`src/rtl/core/fud_pkg.sv`:
```
// Shared types, character codes and the hex-digit decode for the form pair decoder.
// No dependencies; used by every module in rtl/core.
package fud_pkg;

    localparam logic [7:0] CH_PLUS      = 8'h2B;
    localparam logic [7:0] CH_PERCENT   = 8'h25;
    localparam logic [7:0] CH_EQUALS    = 8'h3D;
    localparam logic [7:0] CH_SPACE     = 8'h20;
    localparam logic [7:0] SEP_RESET    = 8'h26;

    localparam logic [1:0] ESC_NONE     = 2'd0;
    localparam logic [1:0] ESC_HIGH     = 2'd1;
    localparam logic [1:0] ESC_LOW      = 2'd2;

    localparam logic [0:0] REG_SEPARATOR = 1'b0;

    typedef struct packed {
        logic [7:0] out_byte;
        logic       byte_valid;
        logic       in_value;
        logic       pair_end;
        logic       value_present;
        logic       bad_request;
        logic       run_last;
    } t_result;

    // all results caused by one input byte
    typedef struct packed {
        logic [1:0] cnt;
        t_result    r0;
        t_result    r1;
    } t_bundle;

    // {valid, nibble}
    function automatic logic [4:0] hex_digit(input logic [7:0] c);
        logic [4:0] res;
        res = 5'd0;
        if (c >= 8'h30 && c <= 8'h39) begin
            res = {1'b1, c[3:0]};
        end else if ((c >= 8'h61 && c <= 8'h66) || (c >= 8'h41 && c <= 8'h46)) begin
            res = {1'b1, c[3:0] + 4'd9};
        end
        return res;
    endfunction

endpackage

```
`src/rtl/core/fud_front.sv`:
```
// Front end: takes body bytes, tracks escape/key-value/drop state, builds result bundles.
// Depends on fud_pkg.
module fud_front (
    input  logic            i_clk,
    input  logic            i_rst_n,
    input  logic            i_accept,
    input  logic [7:0]      i_in_byte,
    input  logic            i_body_end,
    input  logic [7:0]      i_separator,
    output logic            o_wr,
    output fud_pkg::t_bundle o_bundle
);
    import fud_pkg::*;

    logic [1:0] r_esc, n_esc;
    logic [3:0] r_nib, n_nib;
    logic       r_vm, n_vm;
    logic       r_drop, n_drop;

    t_result    emit_res;
    logic       emit;
    logic       bad;
    logic [4:0] hx;
    logic [7:0] dec;
    t_bundle    bnd;

    assign hx  = hex_digit(i_in_byte);
    assign dec = {r_nib, hx[3:0]};

    always_comb begin
        n_esc    = r_esc;
        n_nib    = r_nib;
        n_vm     = r_vm;
        n_drop   = r_drop;
        emit     = 1'b0;
        bad      = 1'b0;
        emit_res = '0;
        bnd      = '0;
        if (r_drop) begin
            if (i_body_end) begin
                n_drop = 1'b0;
                n_esc  = ESC_NONE;
                n_nib  = 4'd0;
                n_vm   = 1'b0;
            end
        end else begin
            if (r_esc != ESC_NONE) begin
                if (i_in_byte == i_separator || i_in_byte == CH_EQUALS || !hx[4]) begin
                    bad = 1'b1;
                end else if (r_esc == ESC_HIGH) begin
                    n_nib = hx[3:0];
                    n_esc = ESC_LOW;
                    bad   = i_body_end;
                end else begin
                    n_esc = ESC_NONE;
                    n_nib = 4'd0;
                    if (dec == 8'd0) begin
                        bad = 1'b1;
                    end else begin
                        emit                = 1'b1;
                        emit_res.out_byte   = dec;
                        emit_res.byte_valid = 1'b1;
                        emit_res.in_value   = r_vm;
                    end
                end
            end else if (i_in_byte == i_separator) begin
                emit                   = 1'b1;
                emit_res.pair_end      = 1'b1;
                emit_res.value_present = r_vm;
                n_vm                   = 1'b0;
            end else if (i_in_byte == CH_EQUALS && !r_vm) begin
                n_vm = 1'b1;
            end else if (i_in_byte == CH_PLUS) begin
                emit                = 1'b1;
                emit_res.out_byte   = CH_SPACE;
                emit_res.byte_valid = 1'b1;
                emit_res.in_value   = r_vm;
            end else if (i_in_byte == CH_PERCENT) begin
                n_esc = ESC_HIGH;
                bad   = i_body_end;
            end else begin
                emit                = 1'b1;
                emit_res.out_byte   = i_in_byte;
                emit_res.byte_valid = 1'b1;
                emit_res.in_value   = r_vm;
            end

            if (bad) begin
                bnd.cnt            = 2'd1;
                bnd.r0.bad_request = 1'b1;
                bnd.r0.run_last    = 1'b1;
                n_drop             = !i_body_end;
            end else if (i_body_end) begin
                if (emit) begin
                    bnd.cnt = 2'd2;
                    bnd.r0  = emit_res;
                    bnd.r1.pair_end      = 1'b1;
                    bnd.r1.value_present = n_vm;
                    bnd.r1.run_last      = 1'b1;
                end else begin
                    bnd.cnt = 2'd1;
                    bnd.r0.pair_end      = 1'b1;
                    bnd.r0.value_present = n_vm;
                    bnd.r0.run_last      = 1'b1;
                end
            end else if (emit) begin
                bnd.cnt         = 2'd1;
                bnd.r0          = emit_res;
                bnd.r0.run_last = 1'b1;
            end

            if (i_body_end) begin
                n_esc = ESC_NONE;
                n_nib = 4'd0;
                n_vm  = 1'b0;
            end
        end
    end

    always_ff @(posedge i_clk) begin
        if (!i_rst_n) begin
            r_esc  <= ESC_NONE;
            r_nib  <= 4'd0;
            r_vm   <= 1'b0;
            r_drop <= 1'b0;
        end else if (i_accept) begin
            r_esc  <= n_esc;
            r_nib  <= n_nib;
            r_vm   <= n_vm;
            r_drop <= n_drop;
        end
    end

    assign o_wr     = i_accept && (bnd.cnt != 2'd0);
    assign o_bundle = bnd;

endmodule

```
`src/rtl/core/fud_fifo.sv`:
```
// Short bundle queue between front and back ends.
// Depends on fud_pkg.
module fud_fifo #(
    parameter int DEPTH = 4
) (
    input  logic             i_clk,
    input  logic             i_rst_n,
    input  logic             i_wr,
    input  fud_pkg::t_bundle i_wdata,
    input  logic             i_rd,
    output fud_pkg::t_bundle o_rdata,
    output logic             o_full,
    output logic             o_empty
);
    import fud_pkg::*;

    localparam int AW = (DEPTH > 1) ? $clog2(DEPTH) : 1;
    localparam int CW = $clog2(DEPTH + 1);
    localparam logic [AW-1:0] LAST_PTR = AW'(DEPTH - 1);
    localparam logic [CW-1:0] FULL_CNT = CW'(DEPTH);

    t_bundle       r_mem [DEPTH];
    logic [AW-1:0] r_wp, r_rp;
    logic [CW-1:0] r_cnt;
    logic          wr_en, rd_en;

    assign wr_en   = i_wr && !o_full;
    assign rd_en   = i_rd && !o_empty;
    assign o_full  = (r_cnt == FULL_CNT);
    assign o_empty = (r_cnt == '0);
    assign o_rdata = r_mem[r_rp];

    always_ff @(posedge i_clk) begin
        if (wr_en) begin
            r_mem[r_wp] <= i_wdata;
        end
    end

    always_ff @(posedge i_clk) begin
        if (!i_rst_n) begin
            r_wp  <= '0;
            r_rp  <= '0;
            r_cnt <= '0;
        end else begin
            if (wr_en) begin
                r_wp <= (r_wp == LAST_PTR) ? '0 : r_wp + 1'b1;
            end
            if (rd_en) begin
                r_rp <= (r_rp == LAST_PTR) ? '0 : r_rp + 1'b1;
            end
            if (wr_en && !rd_en) begin
                r_cnt <= r_cnt + 1'b1;
            end else if (rd_en && !wr_en) begin
                r_cnt <= r_cnt - 1'b1;
            end
        end
    end

    a_cnt_bound: assert property (@(posedge i_clk) disable iff (!i_rst_n)
        r_cnt <= FULL_CNT) else $error("queue count overflow");

    a_bundle_nonempty: assert property (@(posedge i_clk) disable iff (!i_rst_n)
        wr_en |-> (i_wdata.cnt == 2'd1 || i_wdata.cnt == 2'd2))
        else $error("empty bundle queued");

endmodule

```
`src/rtl/core/fud_back.sv`:
```
// Back end: output register that hands out the results of each bundle one per pop.
// Depends on fud_pkg.
module fud_back (
    input  logic             i_clk,
    input  logic             i_rst_n,
    input  logic             i_q_empty,
    input  fud_pkg::t_bundle i_q_data,
    output logic             o_q_rd,
    input  logic             i_pop,
    output logic             o_empty,
    output fud_pkg::t_result o_res
);
    import fud_pkg::*;

    logic    r_valid;
    logic    r_sel;
    t_bundle r_bnd;
    logic    pop_en;
    logic    done;

    assign pop_en  = i_pop && r_valid;
    assign done    = pop_en && (r_sel || r_bnd.cnt != 2'd2);
    assign o_q_rd  = !i_q_empty && (!r_valid || done);
    assign o_empty = !r_valid;
    assign o_res   = r_sel ? r_bnd.r1 : r_bnd.r0;

    always_ff @(posedge i_clk) begin
        if (o_q_rd) begin
            r_bnd <= i_q_data;
        end
    end

    always_ff @(posedge i_clk) begin
        if (!i_rst_n) begin
            r_valid <= 1'b0;
            r_sel   <= 1'b0;
        end else if (o_q_rd) begin
            r_valid <= 1'b1;
            r_sel   <= 1'b0;
        end else if (done) begin
            r_valid <= 1'b0;
            r_sel   <= 1'b0;
        end else if (pop_en) begin
            r_sel   <= 1'b1;
        end
    end

    a_sel_second: assert property (@(posedge i_clk) disable iff (!i_rst_n)
        (r_valid && r_sel) |-> (r_bnd.cnt == 2'd2)) else $error("second slot without result");

    a_last_flag: assert property (@(posedge i_clk) disable iff (!i_rst_n)
        (r_valid && (r_sel || r_bnd.cnt == 2'd1)) |-> o_res.run_last)
        else $error("final result of a bundle lacks run_last");

endmodule

```
`src/rtl/core/form_urlencoded_pair_decoder.sv`:
```
// Form body (x-www-form-urlencoded) pair decoder, top level.
// Depends on fud_pkg, fud_front, fud_fifo, fud_back.
// Takes one body byte per cycle (push/full) and returns decoded key and value bytes,
// pair ends and bad-escape reports (empty/pop), one result per cycle. A byte causes
// zero, one or two results; the front end decodes each byte in the cycle it is
// accepted, so input throughput is one byte per cycle as long as the DEPTH-entry queue
// in front of the output register has room. A result passes the queue and the output
// register before it reaches the ports. The separator byte (reset '&') is set through
// APB address 0; users must set it only while the block is idle (the block never checks).
module form_urlencoded_pair_decoder #(
    parameter int DEPTH = 4
) (
    input  logic        i_clk,
    input  logic        i_rst_n,
    input  logic        psel,
    input  logic        penable,
    input  logic        pwrite,
    input  logic [2:0]  paddr,
    input  logic [31:0] pwdata,
    output logic [31:0] prdata,
    output logic        pready,
    input  logic        push,
    output logic        full,
    input  logic [7:0]  i_in_byte,
    input  logic        i_body_end,
    output logic        empty,
    input  logic        pop,
    output logic [7:0]  o_out_byte,
    output logic        o_byte_valid,
    output logic        o_in_value,
    output logic        o_pair_end,
    output logic        o_value_present,
    output logic        o_bad_request,
    output logic        o_run_last
);
    import fud_pkg::*;

    logic [7:0] r_sep;
    logic       in_acc;
    logic       q_wr, q_rd, q_full, q_empty;
    t_bundle    q_wdata, q_rdata;
    t_result    res;

    assign pready = 1'b1;
    assign prdata = (paddr[2] == REG_SEPARATOR) ? {24'd0, r_sep} : 32'd0;

    always_ff @(posedge i_clk) begin
        if (!i_rst_n) begin
            r_sep <= SEP_RESET;
        end else if (psel && penable && pwrite && paddr[2] == REG_SEPARATOR) begin
            r_sep <= pwdata[7:0];
        end
    end

    assign full   = q_full;
    assign in_acc = push && !q_full;

    fud_front u_front (
        .i_clk       (i_clk),
        .i_rst_n     (i_rst_n),
        .i_accept    (in_acc),
        .i_in_byte   (i_in_byte),
        .i_body_end  (i_body_end),
        .i_separator (r_sep),
        .o_wr        (q_wr),
        .o_bundle    (q_wdata)
    );

    fud_fifo #(.DEPTH(DEPTH)) u_fifo (
        .i_clk   (i_clk),
        .i_rst_n (i_rst_n),
        .i_wr    (q_wr),
        .i_wdata (q_wdata),
        .i_rd    (q_rd),
        .o_rdata (q_rdata),
        .o_full  (q_full),
        .o_empty (q_empty)
    );

    fud_back u_back (
        .i_clk     (i_clk),
        .i_rst_n   (i_rst_n),
        .i_q_empty (q_empty),
        .i_q_data  (q_rdata),
        .o_q_rd    (q_rd),
        .i_pop     (pop),
        .o_empty   (empty),
        .o_res     (res)
    );

    assign o_out_byte      = res.out_byte;
    assign o_byte_valid    = res.byte_valid;
    assign o_in_value      = res.in_value;
    assign o_pair_end      = res.pair_end;
    assign o_value_present = res.value_present;
    assign o_bad_request   = res.bad_request;
    assign o_run_last      = res.run_last;

endmodule

```
`config.mk`:
```
export PLATFORM = sky130hd
export DESIGN_NAME = form_urlencoded_pair_decoder
export DESIGN_NICKNAME = d
export VERILOG_FILES = /design/src/rtl/core/fud_pkg.sv /design/src/rtl/core/fud_front.sv /design/src/rtl/core/fud_fifo.sv /design/src/rtl/core/fud_back.sv /design/src/rtl/core/form_urlencoded_pair_decoder.sv
export SDC_FILE = /design/constraint.sdc
export NUM_CORES = 1
export LEC_CHECK = 0
export BUFFER_PORTS_ARGS = -buffer_cell sky130_fd_sc_hd__buf_4
export CELL_PAD_IN_SITES_DETAIL_PLACEMENT = 2
export CELL_PAD_IN_SITES_GLOBAL_PLACEMENT = 2
export CORE_UTILIZATION = 37
export DETAILED_ROUTE_END_ITERATION = 8
export HOLD_SLACK_MARGIN = 0.08
export PLACE_DENSITY_LB_ADDON = 0.1
export SLEW_MARGIN = 0
export SYNTH_ARGS = -nofsm -noshare
export SYNTH_HDL_FRONTEND = slang
export SYNTH_SLANG_ARGS = --single-unit
```
`constraint.sdc`:
```
create_clock -name i_clk -period 4.7 [get_ports i_clk]
set_input_delay 0.94 -clock i_clk [delete_from_list [all_inputs] [get_ports i_clk]]
set_output_delay 0.94 -clock i_clk [all_outputs]
set_load 0.02 [all_outputs]
```
Word-level counts from Yosys, hierarchy flattened
Memory sizes are Yosys's and may differ from the RTL's. A register that Yosys moved wholly into a read port is not among the register bits. Index checks and enable logic that the tools add are counted.

Bitwise operators: 2. Add/sub/neg operators: 5. $lt $le $gt $ge: 6. Equal/unequal tests: 15. Reductions and logical operators: 41. Multiplexer cells: 83.

Operator list (number): 2-to-1 mux 10 bit (9); 2-to-1 mux 2 bit (22); 2-to-1 mux 1 bit (36); 2-to-1 mux 16 bit (2); == test 8 x 6 -> 1 bit, second input constant (3); 2-to-1 mux 4 bit (6); greater-or-equal comparator 8 x 7 -> 1 bit, second input constant (2); <= comparator 8 x 7 -> 1 bit, second input constant (2); logical AND 1 bit (16); 2-to-1 mux 15 bit (1); 2-to-1 mux 14 bit (1); 2-to-1 mux 12 bit (1); 2-to-1 mux 5 bit (2); nonzero test 2 bit (5); != test 3 x 2 -> 1 bit, second input constant (3); == test 8 bit (1); greater-or-equal comparator 8 x 6 -> 1 bit, second input constant (1); <= comparator 8 x 6 -> 1 bit, second input constant (1); zero test 1 bit (8); zero test 8 bit (1); 2-to-1 mux 8 bit (1); AND reduction 7 bit (1); 2-to-1 mux 3 bit (2); != test 2 bit, second input constant (3); other kinds (15) (22).

Memory bits (writable): 76. Memories kept: 1. Register bits after elaboration: 36. Word-level logic and storage cells: 167. Input bits: 51.

Memories: u_fifo.r_mem (depth 4, bits a word 19, rd ports 1, clocked after memory_dff 1, wr ports 1, line fud_fifo.sv:22) `t_bundle r_mem [DEPTH];`.

Depth between registers and ports, before layout
Gate-level depths: netlist of run 1.

Word-level depth: 22. Mapped depth: 16.

Cells and area by module
A second synthesis of run 1 with hierarchy kept.

Cell total of the unflattened synthesis: 517. Area, all modules: 8023.9 µm².

By module, submodules not included: fud_fifo (cells an instance 207, seq. area each 3783.6 µm², times used 1, area an instance 4819.6 µm²); fud_front (cells an instance 181, seq. area each 160.2 µm², times used 1, area an instance 1351.3 µm²); fud_back (cells an instance 58, seq. area each 940.9 µm², times used 1, area an instance 1241.2 µm²); form_urlencoded_pair_decoder (cells an instance 71, seq. area each 160.2 µm², times used 1, area an instance 611.8 µm²).

Worst setup path after synthesis of run 1
OpenSTA, ideal clock, no wires.

Kind: input port to flip-flop. From: in i_in_byte[1]. To: reg u_fifo.r_cnt[2]. Slack: 0.351 ns. Setup time: 0.076 ns. Data required time: 4.624 ns. Stages: 16. Path buffers: 0. Data arrival time: 4.273 ns. Cells stage by stage: inv_1 > ha_1 > o21ba_2 > o21ai_4 > mux2i_2 > nor4b_4 > a211oi_4 > ha_1 > o41ai_2 > a21oi_4 > ha_1 > inv_1 > fa_1 > xor2_1 > or3_1 > a21boi_0.

Longest elaborated chain between the ends: 21.

RTL lines: from (decl) (line form_urlencoded_pair_decoder.sv:24) `input logic [7:0] i_in_byte,`; greater-or-equal comparator 8 x 7 -> 1 bit / <= comparator 8 x 7 -> 1 bit (equally long branches) (line fud_pkg.sv:40) `end else if ((c >= 8'h61 && c <= 8'h66) || (c >= 8'h41 && c <= 8'h46)) begin`; logical AND 1 bit (line fud_pkg.sv:40); logical OR 1 bit (line fud_pkg.sv:40); 2-to-1 mux 5 bit (line fud_pkg.sv:40); 2-to-1 mux 5 bit (line fud_pkg.sv:38) `if (c >= 8'h30 && c <= 8'h39) begin`; zero test 8 bit (line fud_front.sv:57) `if (dec == 8'd0) begin`; 2-to-1 mux 1 bit (line fud_front.sv:57); 2-to-1 mux 1 bit (line fud_front.sv:50) `end else if (r_esc == ESC_HIGH) begin`; [6 not listed]; 2-to-1 mux 16 bit * (line fud_front.sv:39) `if (r_drop) begin`; nonzero test 2 bit * (line fud_front.sv:134) `assign o_wr = i_accept && (bnd.cnt != 2'd0);`; logical AND 1 bit * (line fud_front.sv:134); logical AND 1 bit * (line fud_fifo.sv:27) `assign wr_en = i_wr && !o_full;`; named net u_fifo.wr_en (line fud_fifo.sv:25) `logic wr_en, rd_en;`; zero test 1 bit (line fud_fifo.sv:53) `end else if (rd_en && !wr_en) begin`; logical AND 1 bit (line fud_fifo.sv:53); nonzero test 2 bit (no line); to (signal assigned) (line fud_fifo.sv:52) `r_cnt <= r_cnt + 1'b1;`; to (signal assigned) (line fud_fifo.sv:54) `r_cnt <= r_cnt - 1'b1;`; to (decl) (line fud_fifo.sv:24) `logic [CW-1:0] r_cnt;`.

The timed path passes the listed nets; every way through them passes the cells marked *. The select of a mux whose other input is x is not followed. A chain may end at the register's enable or synchronous reset.

Final worst setup path of run 1
Ends and elaborated chain as after synthesis.

==> results of run 1 <==
power by group through the flow:
| stage | Combinational (uW) | Clock [uW] | Sequential, uW |
|---|---|---|---|
| 2_1_floorplan | 571 | 0 | 1240 |
| 3_3_place_gp | 776 | 0 | 1270 |
| 3_5_place_dp | 817 | 0 | 1280 |
| 4_1_cts | 818 | 778 | 1260 |
| 5_1_grt | 871 | 808 | 1280 |
| 6_report | 796 | 756 | 1260 |
layout make-up:
type                            count  area [sq um]
Inverter                           21         78.83
Clock inverter                      6         65.06
Tap cell                          176         220.2
Multi-Input combinational cell    271          2048
Clock buffer                       10         229.0
Fill cell                        1356          7451
Timing Repair Buffer               61         457.9
Sequential cell                   105          2903
cells in the mapped netlist (2+ instances only):
cell	n	area, sq um
nand2_1	31	116.4
a22oi_1	4	30.03
o21ai_0	8	40.04
a21oi_1	15	75.07
dfxtp_1	25	500.5
a21oi_4	2	32.53
o21a_1	2	15.01
and2_1	6	37.54
nor4_2	3	37.54
clkbuf_1	11	41.29
o21ai_1	2	10.01
ha_1	10	125.1
and3_1	2	12.51
nor3_1	3	15.01
a221oi_2	2	30.03
a21boi_0	8	60.06
conb_1	2	7.510
xor2_1	9	78.83
edfxtp_1	80	2402
inv_1	21	78.83
nor2_1	37	138.9
mux2i_1	8	80.08
mux4_2	16	360.4
or3_1	2	12.51
nor4_1	6	37.54
nor2b_1	26	162.7
nor3b_1	3	22.52
buf_4	27	202.7
nand3_1	7	35.03
routing by layer:
layer  track usage (%)  part of all wire (%)
met4             5.787                   1.5
met2             31.32                    50
met3             3.962                   3.8
met1             22.22                    44
met5                 0                     0
state kept, by name, summed over array words and instances, names as in the netlist:
signal / cells
u_front.r_esc: 2
r_sep: 8
u_fifo.r_cnt: 3
u_front.r_drop: 1
u_fifo.r_mem: 64
u_back.r_sel: 1
u_fifo.r_wp: 2
u_front.r_nib: 4
u_back.r_valid: 1
u_fifo.r_rp: 2
u_back.r_bnd: 16
u_front.r_vm: 1
cell families (layout without fill, tap and decap cells):
group                      after synthesis  after routing
other                                    2             25
adders and majority gates               11             11
and+or+nand+nor                        142            142
AOI/OAI and AO/OA                       57             57
muxes                                   26             26
buffers and inverters                   61             98
DFF                                    105            105
xor gates and xnor gates                10             10
through the flow:
step / total power [uW] / util, % / worst slack (ns)
2_1_floorplan: 1806 / - / 0.3510
3_3_place_gp: 2046 / 42.43 / 0.1394
3_5_place_dp: 2099 / 42.43 / -0.05195
4_1_cts: 2859 / 44.62 / 0.3350
5_1_grt: 2957 / 44.62 / 0.2233
6_report: 2810 / 44.62 / 0.3960
how the worst min path moves through the flow:
stage	start	endpoint	cells after the start
2_1_floorplan	r_sep[0]$_SDFFE_PN0P_	r_sep[0]$_SDFFE_PN0P_	2
3_3_place_gp	r_sep[0]$_SDFFE_PN0P_	r_sep[0]$_SDFFE_PN0P_	2
3_5_place_dp	r_sep[3]$_SDFFE_PN0P_	r_sep[3]$_SDFFE_PN0P_	2
4_1_cts	r_sep[3]$_SDFFE_PN0P_	r_sep[3]$_SDFFE_PN0P_	2
5_1_grt	r_sep[3]$_SDFFE_PN0P_	r_sep[3]$_SDFFE_PN0P_	2
6_report	u_fifo.r_wp[1]$_SDFFE_PN0P_	u_fifo.r_wp[1]$_SDFFE_PN0P_	2
critical path, delay by kind of cell:
family | cells | cell delay (ns)
muxes | 1 | 0.28
adders and majority gates | 4 | 1.18
xor gates and xnor gates | 1 | 0.17
and+or+nand+nor | 2 | 0.65
AOI/OAI and AO/OA | 6 | 1.09
buffers and inverters | 3 | 0.26
==> results.py, run 1 <==
metrics = {
    "run_status": {
        "status": "finished, final reports clean",
    },
    "synthesis": {
        "synthMuxAreaShare_pct": 8.951,
        "synth_area_sq_um": 5200,
        "synth_simple_gate_area_share_pct": 15.18,
        "ys_seq_area_share_pct": 55.82,
        "yosysWarnings": 0,
        "synth_cells": 414,
        "async_flop_share_pct": 0,
        "synth_flop_cell": "edfxtp_1",
        "synth-xor-area-share_pct": 1.684,
        "ys_types": 65,
        "synth-compound-area-share_pct": 8.903,
        "synth_adder_area_share_pct": 2.791,
        "yosys_register_bits": 105,
        "synth_top_family_by_area": "simple AND/OR/NAND/NOR gates",
        "synth-edff-count": 80,
        "syn_avg_cell_area_sq_um": 12.56,
    },
    "route": {
        "vias": 3270,
        "ant_nets": 0,
        "drt-pass1-iter-count": 4,
        "post_drt_wl_per_cell_microns": 18.61,
        "via_per_inst": 5.031,
        "wl_microns": 12100,
        "drc": 0,
        "drt-initial-drc-count": 147,
    },
    "clock_network": {
        "cts_tree": "yes",
        "clkTransAtPathRegs_ns": 0.07,
        "holdBufCountCts": 0,
        "root_buffer": "clkbuf_16",
        "cts_resized": 0,
        "cts_buffers": 9,
        "insertion_delay_ns": 0.35,
        "cts_buffer_depth": 2,
        "cts-htree-levels": 3,
        "cts_sinks": 105,
        "postCtsSetupRepairBufs": 0,
    },
    "sta": {
        "hold_violations": 0,
        "rsz0062_at_grt": "false",
        "relSlewSlack_pct": 41.94,
        "tightest_slew_ns": 0.8697,
        "finalCritPeriodShare_pct": 91.57,
        "setup_violations": 0,
        "whs_ns": 0.5005,
        "finClkSkew_ns": 0.009569,
        "finalSetupTns_ns": 0,
        "fmax_mhz": 232.3,
        "period_minus_slack_ns": 4.304,
        "drv_slew": 0,
    },
    "floorplan": {
        "die_w_microns": 120.6,
        "io_pins": 100,
        "placementRows": 42,
        "dieArea_sq_um": 14530,
        "dieHeight_microns": 120.6,
        "start_util_pct": 38.65,
        "coreArea_sq_um": 13450,
    },
    "grt": {
        "grt_pass1_wl_microns": 19690,
        "grt_pass1_vias": 3609,
        "antenna_found_initial": 0,
        "grt_use_total_pct": 18.03,
        "grt_overflow": 0,
        "grt_max_degree": 28,
    },
    "critical_path": {
        "r2r_setup_slack_ns": 1.11,
        "path_common_cell": "ha_1",
        "crit_path_max_fanout": 7,
        "cpPeakStageDelay_ns": 0.38,
        "rr_worst_depth": 15,
        "critPathCapture": "u_fifo.r_cnt[2]$_SDFFE_PN0P_",
        "arrival_ns": 4.57,
        "criticalPathCategory": "input pin to flop",
        "crit_required_ns": 4.97,
        "r2r_end": "u_fifo.r_cnt[2]$_SDFFE_PN0P_",
        "r2r_start": "r_sep[1]$_SDFFE_PN1P_",
        "startpoint": "i_in_byte[1]",
        "cp_slowest_cell": "fa_1",
        "crit_chain": "buf_4 > inv_1 > ha_1 > o21ba_2 > o21ai_4 > mux2i_2 > nor4b_4 > a211oi_4 > ha_1 > o41ai_2 > a21oi_4 > ha_1 > inv_1 > fa_1 > xor2_1 > or3_1 > a21boi_0",
        "end_kind": "flop",
        "startpoint_type": "input pin",
    },
    "cells_and_area": {
        "syn2layout_area_growth_pct": 15.42,
        "final_nets": 531,
        "diodes": 0,
        "layout_commonest_cell": "edfxtp_1",
        "layoutNonFillerInstCount": 650,
        "design_area_sq_um": 6002,
        "drive_gt1_share_pct": 24.89,
        "layout_common_cells": "edfxtp_1 (80), buf_4 (61), nor2_1 (37), nand2_1 (31), nor2b_1 (26)",
    },
    "pwr": {
        "power_switching_uw": 852.7,
        "p_sw_share_pct": 30.35,
        "ir_drop_mv": 0.1638,
        "power_leakage_uw": 0.002230,
        "power_frac_seq_pct": 44.8,
        "p_clk_share_pct": 26.9,
        "internal-power_uw": 1957,
        "pwr_density_cell_nw_per_um2": 468.1,
        "comb_power_share_pct": 28.3,
    },
    "placement": {
        "port_buffers": 48,
        "place.gp.congestion": 0.7733,
        "placed_cell_area_sq_um": 5708,
        "dp_cells": 634,
        "hpwlAfterDp_microns": 8940,
    },
    "run": {
        "maxCapViolations": 0,
    },
    "hold_path": {
        "hold_path_class": "flop to flop",
    },
}
(Power assumes the default switching activity.)
==> run 2: changes to the inputs <==
Settings changed: CORE_UTILIZATION 37 to 38, CTS_BUF_LIST from default to sky130_fd_sc_hd__clkbuf_8.
==> run 2 against run 1 <==
  * Clock power is 23% lower
  * Clock skew is 0.00073 ns higher
  * Sequential power hardly changed
  * Fmax hardly changed
  * Critical path type unchanged
  * Global-route usage is 1.3 points higher
==> results.py, run 2 (synthesis results as in run 1) <==
metrics = {
    "run": {
        "maxCapViolations": 0,
    },
    "route": {
        "drt-initial-drc-count": 145,
        "via_per_inst": 5.071,
        "drc": 0,
        "vias": 3301,
        "ant_nets": 0,
        "post_drt_wl_per_cell_microns": 19.25,
        "drt-pass1-iter-count": 4,
        "wl_microns": 12530,
    },
    "cells_and_area": {
        "largest_reg_flops": 64,
        "syn2layout_area_growth_pct": 13.72,
        "layout_common_cells": "edfxtp_1 (80), buf_4 (62), nor2_1 (37), nand2_1 (31), nor2b_1 (26)",
        "layoutNonFillerInstCount": 651,
        "design_area_sq_um": 5913,
        "final_nets": 532,
        "drive_gt1_share_pct": 25.26,
        "diodes": 0,
        "reg_top3": "u_fifo.r_mem (64), u_back.r_bnd (16), r_sep (8)",
        "regMostFlops": "u_fifo.r_mem",
        "layout_commonest_cell": "edfxtp_1",
    },
    "critical_path": {
        "crit_required_ns": 5.01,
        "criticalPathCategory": "input pin to flop",
        "arrival_ns": 4.62,
        "r2r_setup_slack_ns": 1.10,
        "r2r_end": "u_fifo.r_cnt[2]$_SDFFE_PN0P_",
        "startpoint_type": "input pin",
        "critPathCapture": "u_fifo.r_cnt[2]$_SDFFE_PN0P_",
        "end_kind": "flop",
        "r2r_start": "r_sep[1]$_SDFFE_PN1P_",
        "startpoint": "i_in_byte[1]",
        "crit_path_max_fanout": 7,
        "rr_worst_depth": 15,
    },
    "grt": {
        "grt_pass1_wl_microns": 20440,
        "grt_overflow": 0,
        "grt_max_degree": 28,
        "grt_pass1_vias": 3672,
        "antenna_found_initial": 0,
        "grt_use_total_pct": 19.32,
    },
    "sta": {
        "finalCritPeriodShare_pct": 91.56,
        "drv_slew": 0,
        "finalSetupTns_ns": 0,
        "finClkSkew_ns": 0.01030,
        "rsz0062_at_grt": "false",
        "period_minus_slack_ns": 4.303,
        "hold_violations": 0,
        "fmax_mhz": 232.4,
        "setup_violations": 0,
        "tightest_slew_ns": 0.8704,
        "relSlewSlack_pct": 41.89,
        "timing.final.ws_setup_ns": 0.3966,
    },
    "clock_network": {
        "holdBufCountCts": 0,
        "postCtsSetupRepairBufs": 0,
        "cts_buffers": 9,
        "cts-htree-levels": 3,
        "cts_sinks": 105,
        "cts_resized": 0,
        "cts_tree": "yes",
        "clkTransAtPathRegs_ns": 0.10,
        "cts_buffer_depth": 2,
        "root_buffer": "clkbuf_8",
        "insertion_delay_ns": 0.39,
    },
    "floorplan": {
        "coreArea_sq_um": 13300,
        "die_w_microns": 119.0,
        "dieHeight_microns": 119.0,
        "placementRows": 42,
        "start_util_pct": 39.11,
        "dieArea_sq_um": 14160,
        "io_pins": 100,
    },
    "pwr": {
        "power_uw": 2649,
        "pwr_density_cell_nw_per_um2": 448.0,
        "power_leakage_uw": 0.002196,
        "ir_drop_mv": 0.2191,
    },
    "placement": {
        "dp_cells": 635,
        "place.gp.congestion": 0.7701,
        "hpwlAfterDp_microns": 9405,
        "placed_cell_area_sq_um": 5712,
        "port_buffers": 48,
        "post-place-ws_ns": -0.05560,
    },
    "hold_path": {
        "holdPathStages": 2,
        "hold_path_class": "flop to flop",
    },
    "run_status": {
        "status": "finished, final reports clean",
    },
}
-- run 2: cell types whose count changed in the layout (fill, tap and decap cells not counted) --
cell	previous run	this run
inv_8	0	1
clkbuf_8	0	9
clkinv_4	0	1
clkbuf_16	9	0
inv_6	3	2
clkinv_2	1	2
buf_4	61	62
a21oi_1	14	15
clkinv_1	1	0
a21oi_2	2	1
clkbuf_1	1	0
-- run 2: report_power, final --
group	internal, uW	total [uW]	switching (uW)	leakage (uW)
registers	1180	1260	85.5	0.000949
logic	362	801	439	0.00114
clock network	253	584	331	0.000106
-- run 2: worst min-delay path by stage --
stage | startpoint | to | slack, ns
6_report | r_sep[0]$_SDFFE_PN0P_ | r_sep[0]$_SDFFE_PN0P_ | 0.50
2_1_floorplan | r_sep[0]$_SDFFE_PN0P_ | r_sep[0]$_SDFFE_PN0P_ | 0.46
5_1_grt | u_fifo.r_wp[1]$_SDFFE_PN0P_ | u_fifo.r_wp[1]$_SDFFE_PN0P_ | 0.53
3_3_place_gp | r_sep[0]$_SDFFE_PN0P_ | r_sep[0]$_SDFFE_PN0P_ | 0.49
3_5_place_dp | r_sep[0]$_SDFFE_PN0P_ | r_sep[0]$_SDFFE_PN0P_ | 0.50
4_1_cts | r_sep[0]$_SDFFE_PN0P_ | r_sep[0]$_SDFFE_PN0P_ | 0.51
-- run 2: per-layer routing --
metal  part of all wire, %  vias to the layer above  global-route usage, %  wire, microns
li1                      -                     1557                      -              -
met5                     0                        -                      0              0
met3                   3.7                       15                  4.550            458
met4                   1.6                        0                  5.380            201
met1                    41                     1650                  22.12           5097
met2                    54                       79                  35.61           6774
-- run 2: worst max-delay path, cell delays in order --
cell and delay [ns]:
buf_4 0.12, inv_1 0.08, ha_1 0.25, o21ba_2 0.25, o21ai_4 0.27, mux2i_2 0.29, nor4b_4 0.33, a211oi_4 0.12
ha_1 0.35, o41ai_2 0.11, a21oi_4 0.15, ha_1 0.20, inv_1 0.08, fa_1 0.40, xor2_1 0.18, or3_1 0.30
a21boi_0 0.19
-- run 2: cell type report --
class | count | area (sq um)
timing repair buffer | 62 | 465.4
sequential | 105 | 2903
multi-input combinational | 271 | 2044
inverter | 21 | 78.83
clock inverter | 7 | 77.57
clock buffer | 9 | 123.9
fill | 1343 | 7382
tap | 176 | 220.2
-- run 2: per-stage QoR --
stage,utilization (%),hold slack [ns]
6_report,44.48,0.5049
5_1_grt,44.48,0.5346
4_1_cts,44.48,0.5110
3_5_place_dp,42.96,0.4952
3_3_place_gp,42.96,0.4865
2_1_floorplan,-,0.4637
